<file path="config.mk">
export PLATFORM = sky130hd
export DESIGN_NAME = base64_stream_decoder_unit
export DESIGN_NICKNAME = d
export VERILOG_FILES = /design/src/hw/rtl/b64d_pkg.sv /design/src/hw/rtl/b64d_char_class.sv /design/src/hw/rtl/base64_stream_decoder_unit.sv
export SDC_FILE = /design/constraint.sdc
export NUM_CORES = 1
export LEC_CHECK = 0
export ABC_AREA = 0
export BUFFER_PORTS_ARGS = -buffer_cell sky130_fd_sc_hd__buf_2
export CORE_MARGIN = 2
export CORE_UTILIZATION = 48
export DETAILED_ROUTE_END_ITERATION = 10
export HOLD_SLACK_MARGIN = 0.06
export PLACE_DENSITY = 0.69
export SLEW_MARGIN = 10
export SYNTH_ARGS = -nofsm -noshare
export SYNTH_HDL_FRONTEND = slang
export SYNTH_HIERARCHICAL = 1
export SYNTH_SLANG_ARGS = --single-unit
export TNS_END_PERCENT = 50
</file>
<file path="constraint.sdc">
create_clock -name aclk -period 11.91 [get_ports aclk]
set_input_delay 1.7865 -clock aclk [delete_from_list [all_inputs] [get_ports aclk]]
set_output_delay 1.7865 -clock aclk [all_outputs]
set_load 0.005 [all_outputs]
</file>
<file path="src/hw/rtl/b64d_pkg.sv">
// Shared types and constants for the base64 stream decoder.
// No dependencies; imported by b64d_char_class and base64_stream_decoder_unit.
package b64d_pkg;

    typedef enum logic [1:0] {
        MODE_RUNNING,
        MODE_PADDED,
        MODE_HALTED,
        MODE_ENDED
    } run_mode_t;

    typedef enum logic [2:0] {
        ST_DATA,
        ST_DONE,
        ST_BAD_GROUP,
        ST_BAD_CHAR,
        ST_TRUNCATED
    } status_t;

    localparam logic [7:0] CHAR_UPPER_A = 8'h41;
    localparam logic [7:0] CHAR_UPPER_Z = 8'h5a;
    localparam logic [7:0] CHAR_LOWER_A = 8'h61;
    localparam logic [7:0] CHAR_LOWER_Z = 8'h7a;
    localparam logic [7:0] CHAR_DIGIT_0 = 8'h30;
    localparam logic [7:0] CHAR_DIGIT_9 = 8'h39;
    localparam logic [7:0] CHAR_PLUS    = 8'h2b;
    localparam logic [7:0] CHAR_SLASH   = 8'h2f;
    localparam logic [7:0] CHAR_PAD     = 8'h3d;
    localparam logic [7:0] CHAR_CR      = 8'h0d;
    localparam logic [7:0] CHAR_LF      = 8'h0a;
    localparam logic [7:0] CHAR_TAB     = 8'h09;
    localparam logic [7:0] CHAR_SPACE   = 8'h20;

    localparam logic [7:0] LOWER_OFFSET = 8'd26;
    localparam logic [7:0] DIGIT_OFFSET = 8'd52;
    localparam logic [5:0] SEXTET_PLUS  = 6'd62;
    localparam logic [5:0] SEXTET_SLASH = 6'd63;

    typedef struct packed {
        logic       is_space;   // CR, LF, tab or space
        logic       is_alpha;   // alphabet character or pad
        logic       is_pad;
        logic [5:0] sextet;     // pad reads as zero
    } char_class_t;

endpackage

</file>
<file path="src/hw/rtl/b64d_char_class.sv">
// Character classifier: whitespace, alphabet, pad and 6-bit value.
// Depends on b64d_pkg.
module b64d_char_class (
    input  logic [7:0]            char_in,
    output b64d_pkg::char_class_t cls
);
    import b64d_pkg::*;

    logic       upper;
    logic       lower;
    logic       digit;
    logic       plus;
    logic       slash;
    logic [7:0] diff;

    assign upper = (char_in >= CHAR_UPPER_A) && (char_in <= CHAR_UPPER_Z);
    assign lower = (char_in >= CHAR_LOWER_A) && (char_in <= CHAR_LOWER_Z);
    assign digit = (char_in >= CHAR_DIGIT_0) && (char_in <= CHAR_DIGIT_9);
    assign plus  = (char_in == CHAR_PLUS);
    assign slash = (char_in == CHAR_SLASH);

    always_comb begin
        diff = 8'd0;
        if (upper) begin
            diff = char_in - CHAR_UPPER_A;
        end else if (lower) begin
            diff = char_in - CHAR_LOWER_A + LOWER_OFFSET;
        end else if (digit) begin
            diff = char_in - CHAR_DIGIT_0 + DIGIT_OFFSET;
        end
    end

    always_comb begin
        cls.is_space = (char_in == CHAR_CR) || (char_in == CHAR_LF) ||
                       (char_in == CHAR_TAB) || (char_in == CHAR_SPACE);
        cls.is_pad   = (char_in == CHAR_PAD);
        cls.is_alpha = upper || lower || digit || plus || slash || cls.is_pad;
        if (plus) begin
            cls.sextet = SEXTET_PLUS;
        end else if (slash) begin
            cls.sextet = SEXTET_SLASH;
        end else begin
            cls.sextet = diff[5:0];
        end
    end

endmodule

</file>
<file path="src/hw/rtl/base64_stream_decoder_unit.sv">
// Streaming base64 decoder top level: input register, group decode, result buffer.
// Depends on b64d_pkg and b64d_char_class.
//
// Accepts one character per clock on the s_ channel while s_tready is high; s_tlast
// marks end of input. Each character passes an input register and is then decoded
// into a result buffer of up to three results, which the m_ port sends one per cycle
// while m_tready is high. A character that yields no result leaves the input register
// without waiting for the buffer, even while earlier results are still being sent. A
// character that yields results waits in the input register until the buffer has
// sent its last result, so a group of two or three bytes holds the result port while
// the leading characters of the next group keep flowing; with m_tready held high the
// input sustains one character per cycle within a run of groups. m_tuser carries the
// status (0 data, 1 done, 2 bad group, 3 bad character, 4 truncated) and m_tlast
// flags the final result of an input character. After an error or end of input the
// block drops every character until reset. ignore_garbage is written through cfg_
// and should only change while idle.
module base64_stream_decoder_unit (
    input  logic       aclk,
    input  logic       aresetn,
    input  logic       s_tvalid,
    output logic       s_tready,
    input  logic [7:0] s_tdata,   // [7:0] in_char
    input  logic       s_tlast,   // end_of_input
    output logic       m_tvalid,
    input  logic       m_tready,
    output logic [7:0] m_tdata,   // [7:0] out_byte
    output logic [2:0] m_tuser,   // [2:0] status
    output logic       m_tlast,   // last_of_run
    input  logic       cfg_valid,
    output logic       cfg_ready,
    input  logic       cfg_data   // ignore_garbage
);
    import b64d_pkg::*;

    logic        ignore_garbage_reg;

    logic        in_valid_reg;
    logic [7:0]  in_char_reg;
    logic        in_eoi_reg;

    run_mode_t   mode_reg;
    run_mode_t   mode_next;
    logic [1:0]  count_reg;
    logic [1:0]  count_next;
    logic [5:0]  sx_reg  [3];
    logic        pad_reg [3];

    logic        grp_valid_reg;
    logic [7:0]  grp_byte_reg [3];
    status_t     grp_status_reg;
    logic [1:0]  grp_last_reg;
    logic [1:0]  idx_reg;

    char_class_t cls;
    logic        grp_free;
    logic        in_adv;
    logic        cand_live;
    logic        live;
    logic        take_char;
    logic        group_full;
    logic        bad_group;

    logic [1:0]  res_n;
    status_t     res_status;
    logic [7:0]  res_byte [3];
    logic [23:0] word;

    b64d_char_class u_class (
        .char_in (in_char_reg),
        .cls     (cls)
    );

    // configuration
    assign cfg_ready = 1'b1;

    always_ff @(posedge aclk) begin
        if (!aresetn) begin
            ignore_garbage_reg <= 1'b0;
        end else if (cfg_valid && cfg_ready) begin
            ignore_garbage_reg <= cfg_data;
        end
    end

    // input register; a character without results need not wait for the buffer
    assign grp_free = !grp_valid_reg || (m_tready && (idx_reg == grp_last_reg));
    assign in_adv   = in_valid_reg && (grp_free || (res_n == 2'd0));
    assign s_tready = !in_valid_reg || in_adv;

    always_ff @(posedge aclk) begin
        if (!aresetn) begin
            in_valid_reg <= 1'b0;
        end else if (s_tvalid && s_tready) begin
            in_valid_reg <= 1'b1;
        end else if (in_adv) begin
            in_valid_reg <= 1'b0;
        end
    end

    always_ff @(posedge aclk) begin
        if (s_tvalid && s_tready) begin
            in_char_reg <= s_tdata;
            in_eoi_reg  <= s_tlast;
        end
    end

    // shared decode of the registered character
    assign cand_live  = in_valid_reg && ((mode_reg == MODE_RUNNING) ||
                                         (mode_reg == MODE_PADDED));
    assign live       = cand_live && in_adv;
    assign take_char  = live && !in_eoi_reg && (mode_reg == MODE_RUNNING) &&
                        !cls.is_space && cls.is_alpha;
    assign group_full = (count_reg == 2'd3);
    assign bad_group  = pad_reg[0] || pad_reg[1] || (pad_reg[2] && !cls.is_pad);
    assign word       = {sx_reg[0], sx_reg[1], sx_reg[2], cls.sextet};

    // next state
    always_comb begin
        mode_next  = mode_reg;
        count_next = count_reg;
        if (live) begin
            if (in_eoi_reg) begin
                mode_next = MODE_ENDED;
            end else if (mode_reg == MODE_RUNNING && !cls.is_space) begin
                if (!cls.is_alpha) begin
                    if (!ignore_garbage_reg) begin
                        mode_next = MODE_HALTED;
                    end
                end else if (!group_full) begin
                    count_next = count_reg + 2'd1;
                end else begin
                    count_next = 2'd0;
                    if (bad_group) begin
                        mode_next = MODE_HALTED;
                    end else if (cls.is_pad) begin
                        mode_next = MODE_PADDED;
                    end
                end
            end
        end
    end

    // results of the registered character
    always_comb begin
        res_n       = 2'd0;
        res_status  = ST_DATA;
        res_byte[0] = 8'd0;
        res_byte[1] = 8'd0;
        res_byte[2] = 8'd0;
        if (cand_live) begin
            if (in_eoi_reg) begin
                res_n      = 2'd1;
                res_status = (mode_reg == MODE_RUNNING && count_reg != 2'd0) ?
                             ST_TRUNCATED : ST_DONE;
            end else if (mode_reg == MODE_RUNNING && !cls.is_space) begin
                if (!cls.is_alpha) begin
                    if (!ignore_garbage_reg) begin
                        res_n      = 2'd1;
                        res_status = ST_BAD_CHAR;
                    end
                end else if (group_full) begin
                    if (bad_group) begin
                        res_n      = 2'd1;
                        res_status = ST_BAD_GROUP;
                    end else begin
                        res_byte[0] = word[23:16];
                        res_byte[1] = word[15:8];
                        res_byte[2] = word[7:0];
                        if (pad_reg[2]) begin
                            res_n = 2'd1;
                        end else if (cls.is_pad) begin
                            res_n = 2'd2;
                        end else begin
                            res_n = 2'd3;
                        end
                    end
                end
            end
        end
    end

    always_ff @(posedge aclk) begin
        if (!aresetn) begin
            mode_reg  <= MODE_RUNNING;
            count_reg <= 2'd0;
        end else begin
            mode_reg  <= mode_next;
            count_reg <= count_next;
        end
    end

    // group store, one slot per leading character of a group
    always_ff @(posedge aclk) begin
        for (int i = 0; i < 3; i++) begin
            if (take_char && (count_reg == 2'(i))) begin
                sx_reg[i]  <= cls.sextet;
                pad_reg[i] <= cls.is_pad;
            end
        end
    end

    // result buffer
    always_ff @(posedge aclk) begin
        if (!aresetn) begin
            grp_valid_reg <= 1'b0;
            idx_reg       <= 2'd0;
        end else if (grp_free) begin
            grp_valid_reg <= in_adv && (res_n != 2'd0);
            idx_reg       <= 2'd0;
        end else if (m_tready) begin
            idx_reg       <= idx_reg + 2'd1;
        end
    end

    always_ff @(posedge aclk) begin
        if (in_adv && grp_free) begin
            grp_byte_reg[0] <= res_byte[0];
            grp_byte_reg[1] <= res_byte[1];
            grp_byte_reg[2] <= res_byte[2];
            grp_status_reg  <= res_status;
            grp_last_reg    <= res_n - 2'd1;
        end
    end

    assign m_tvalid = grp_valid_reg;
    assign m_tdata  = (idx_reg == 2'd0) ? grp_byte_reg[0] :
                      (idx_reg == 2'd1) ? grp_byte_reg[1] : grp_byte_reg[2];
    assign m_tuser  = grp_status_reg;
    assign m_tlast  = (idx_reg == grp_last_reg);

`ifndef SYNTH
    // only data results come in runs longer than one
    a_status_single: assert property (@(posedge aclk) disable iff (!aresetn)
        (m_tvalid && grp_status_reg != ST_DATA) |-> (grp_last_reg == 2'd0))
        else $error("non-data result in a multi-result run");

    a_idx_range: assert property (@(posedge aclk) disable iff (!aresetn)
        m_tvalid |-> (idx_reg <= grp_last_reg))
        else $error("result index past end of run");

    a_stopped_silent: assert property (@(posedge aclk) disable iff (!aresetn)
        (mode_reg == MODE_HALTED || mode_reg == MODE_ENDED) |-> (res_n == 2'd0))
        else $error("result produced after halt or end");

    a_padded_empty: assert property (@(posedge aclk) disable iff (!aresetn)
        (mode_reg == MODE_PADDED) |-> (count_reg == 2'd0))
        else $error("partial group pending after padding");

    a_halt_cause: assert property (@(posedge aclk) disable iff (!aresetn)
        (mode_reg != MODE_HALTED && mode_next == MODE_HALTED) |=>
        (grp_valid_reg && (grp_status_reg == ST_BAD_GROUP ||
                           grp_status_reg == ST_BAD_CHAR)))
        else $error("halt without error result");
`endif

endmodule
</file>
-- Word level (Yosys, flattened, before mapping)
Memory sizes are Yosys's and may differ from the RTL's.
Index checks and enable logic that the tools add are counted.
- RAM bits: 45
- memories: 3
- bits of input ports: 15
- output and inout bits: 15
- register bits after elaboration: 23
- memories (name ; depth ; width ; read ports ; clocked after memory_dff ; wr ports ; RTL line ; source):
    grp_byte_reg ; 3 ; 8 ; 3 ; 0 ; 3 ; base64_stream_decoder_unit.sv:49 ; logic [7:0] grp_byte_reg [3];
    sx_reg ; 3 ; 6 ; 3 ; 0 ; 1 ; base64_stream_decoder_unit.sv:45 ; logic [5:0] sx_reg [3];
    pad_reg ; 3 ; 1 ; 3 ; 0 ; 1 ; base64_stream_decoder_unit.sv:46 ; logic pad_reg [3];
- eq/ne operators: 16
- magnitude comparators: 6
- add/sub/neg operators: 8
- reductions and logical operators: 54
- bitwise logic cells: 2
- mux-type cells: 59
- operators by type and width (cell ; count):
    $mux 24 ; 6
    $mux 2 ; 22
    $mux 6 ; 7
    $eq 8x6->1 const B ; 4
    $eq 8x4->1 const B ; 3
    $logic_and 1x1->1 ; 20
    $mux 1 ; 18
    $ge 8x7->1 const B ; 2
    $le 8x7->1 const B ; 2
    $mux 8 ; 2
    $logic_or 1x1->1 ; 14
    $mux 3 ; 4
    $reduce_or 6->1 ; 2
    $sub 6x6->6 const B ; 2
    $ge 8x6->1 const B ; 1
    $le 8x6->1 const B ; 1
    $logic_not 2->1 ; 4
    $reduce_bool 2->1 ; 4
    $add 6x5->6 const B ; 1
    $add 6x6->6 const B ; 1
    $eq 2x1->1 const B ; 3
    $sub 6x1->6 const B ; 1
    $logic_not 1->1 ; 5
    $reduce_and 5->1 ; 1
    11 further kinds ; 15

-- Longest topological paths before layout
- depth after elaboration: 25
- depth in mapped cells: 15

-- Hierarchy
The synthesis kept the hierarchy.
- by module, submodules not included (module ; times used ; seq. area each (um2) ; cells each ; area an instance (um2)):
    base64_stream_decoder_unit ; 1 ; 1951.9 ; 199 ; 2806.4
    b64d_char_class ; 1 ; 0.0 ; 94 ; 734.5

-- Least setup slack after synthesis
OpenSTA, ideal clock, no wires.
- path type: flip-flop to output port
- from: reg in_char_reg[2]
- to: out s_tready
- stages on the path, launching flop included: 15
- required time: 10124 ps
- arrival: 3226 ps
- setup slack: 6897 ps
- cell sequence: edfxtp_1 > inv_1 > ha_1 > nor2b_1 > a311o_1 > a32oi_2 > o211ai_1 > or2_1 > a2111oi_2 > a22o_1 > nand2_1 > ha_1 > inv_1 > and3_1 > inv_1
- RTL lines (element ; RTL line ; source):
    start, declared ; base64_stream_decoder_unit.sv:38 ; logic [7:0] in_char_reg;
    start signal, assigned ; base64_stream_decoder_unit.sv:101 ; in_char_reg <= s_tdata;
    end, declared ; base64_stream_decoder_unit.sv:21 ; output logic s_tready,

==> impl_metrics.tcl <==
set metrics [dict create \
    ir_drop_uv 74.51 \
    ys_seq_area_share_pct 55.12 \
    critPathMaxFanout 9 \
    grt_pass1_wl_um 10140 \
    slew_viol_final 0 \
    endpoint_kind "output port" \
    antenna_found_initial 0 \
    synth_cells 293 \
    rsz0062_at_grt "no" \
    final_area_um2 3953 \
    grt-ovfl-total 0 \
    maxCapViolations 0 \
    grt_pass1_vias 2062 \
    yosys.area.top_type "edfxtp_1" \
    hold_path.class "reg -> reg" \
    post-route-util_pct 54.79 \
    ys_async_sr_fraction_pct 0 \
    slowest_delay_ns 0.53 \
    drt_iter0_drc 154 \
    finalCriticalPeriod_ns 5.874 \
    numPortBuffers 28 \
    vias_per_cell 5.235 \
    p_per_area_nw_per_um2 127.8 \
    crit_path_top_delay_cell "edfxtp_1" \
    dp_cells 413 \
    cts_sinks 68 \
    wirelength_um 6059 \
    clock_latency_ns 0.33 \
    cts_root_buffer "clkbuf_8" \
    die_w_um 89.89 \
    synth_top_flop_cell "edfxtp_1" \
    initial_core_util_pct 49.08 \
    synth-seq-cells 68 \
    synth_cell_types 61 \
    cts.path.max_buffers 2 \
    synth_most_common_cell "edfxtp_1" \
    hpwl_um 4406 \
    postSynthAreaPerCell_um2 12.08 \
    via_count 2246 \
    fin_setup_tns_ns 0 \
    synth.area.top_cells "edfxtp_1, ha_1, and2_1, dfxtp_1, mux2i_1" \
    total_leakage_power_uw 0.001458 \
    cts_tree "built" \
    die_area_um2 8080 \
    finClkSkew_ns 0.01273 \
    start_kind "flop" \
    holdWs_ns 0.5123 \
    final_layout_size_suffix_gt1_share_pct 18.79 \
    wl_per_cell_um 14.12 \
    synth_edf_count 59 \
    final_antenna_net_count 0 \
    setup_viol 0 \
    core_um2 7214 \
    synthTopCellsByCount "edfxtp_1, and2_1, nand2_1" \
    yosysWarnings 6 \
    fin_crit_sh_pct 49.32 \
    netlist_area_um2 3541 \
    crit_path_frequent_cell "inv_1" \
    htree_levels 3 \
    finalHoldViolCount 0 \
    relSlewSlack_pct 48.95 \
    fin_cells 429 \
    worst_pin_slew_ns 0.7641 \
    cts-resized-gates 0 \
    place.gp.congestion 0.8721 \
    status "complete, no violations" \
    placed_area_um2 3767 \
    grt_max_degree 30 \
    die_h_um 89.89 \
    fmaxAchievable_mhz 170.2 \
    grt_use_total_pct 15.79 \
    drcViolationCount 0 \
    crit_required_ns 10.12 \
    nNetsFinal 358 \
    clk_pin_slew_worst_paths_ns 0.07 \
    drtPass1Iterations 4 \
    area_delta_synth_final_pct 11.63 \
    synth.net_count 326 \
    num_antenna_cells 0 \
    arrival_ns 4.09 \
    largest_register_ffs 24 \
    postCtsSetupBuffers 0 \
    crit_path_cell_trace "inv_1, ha_1, nor2b_1, a311o_1, a32oi_2, o211ai_1, or2_1, a2111oi_2, a22o_1, nand2_1, ha_1, inv_1, and3_1, inv_1, buf_2" \
    cts_made_buffers 9 \
    critPathKind "reg -> out" \
    fillerInstances 612 \
    pin_count 30 \
    rows 31 \
    synth_top_area_share_pct 50.04 \
    cts_hold_buffers 0 \
]
[final cells by class]
class	instances	area [um^2]	area share, %
Sequential cell	68	1952	49.38
Multi-Input combinational cell	198	1469	37.16
Timing Repair Buffer	30	155.1	3.925
Clock buffer	11	131.4	3.324
Tap cell	99	123.9	3.134
Inverter	18	67.56	1.709
Clock inverter	5	53.80	1.361
[metrics by stage]
step	power (uW)	setup slack, ns
6_report	505.1	6.036
4_1_cts	508.9	6.049
3_3_place_gp	330.9	6.528
3_5_place_dp	330.8	6.443
2_1_floorplan	316.5	6.897
5_1_grt	526.0	5.741
[report_power, final]
group          switching [uW]  internal (uW)
logic                    29.9           21.0
clock network            83.4           95.8
registers                7.30            268
[routing by layer]
metal | up-vias | part of all wire [%] | track usage, % | routed length [um]
met5 | - | 0 | 0 | 0
met4 | 0 | 0.84 | 5.641 | 51
met3 | 4 | 4.7 | 3.940 | 286
met2 | 60 | 46 | 24.31 | 2817
met1 | 1058 | 48 | 21.92 | 2904
li1 | 1124 | - | - | -
[worst max-delay path: cells and delay by family (launching register included)]
family                   cells  cell delay, ns
AO/OA/AOI/OAI                5            1.54
AND/OR/NAND/NOR              4            0.74
adder cells (fa/ha/maj)      2            0.49
flip-flops                   1            0.53
buffers and inverters        4            0.44
[cells in the final DEF (no fill, tap or decap), types with 3 or more instances in the layout]
cell type and count:
and2_1 30, ha_1 18, nand3_1 3, nor3_1 3
xnor2_1 4, o21ai_0 10, a21oi_1 6, dfxtp_1 9
nor2b_1 7, nor2_1 14, nand4_1 7, nand2_1 22
o211ai_1 5, inv_1 18, a21o_1 3, edfxtp_1 59
mux2i_1 12, nand2b_1 4, clkbuf_8 9, buf_2 28
a31oi_1 4
[path summary, 6_finish.rpt]
| path | startpoint | end | slack (ns) | cells after the start |
|---|---|---|---|---|
| setup reg to reg | in_char_reg[2] | sx_reg[0][17] | 7.49 | 15 |
| setup / recovery | in_char_reg[2] | s_tready | 6.04 | 15 |
| hold reg to reg | sx_reg[0][11] | grp_byte_reg[0][1] | 0.51 | 1 |
| hold / removal | sx_reg[0][11] | grp_byte_reg[0][1] | 0.51 | 1 |
[cells by family after synthesis]
logic type      share of synthesized area (%)
simple gates                            18.30
flops                                   55.12
compound gates                          11.77
buf+inv                                 3.463
fa+ha+maj                               6.361
mux                                     3.392
xor+xnor                                1.484
other cells                            0.1059
(Power assumes the default switching activity.)
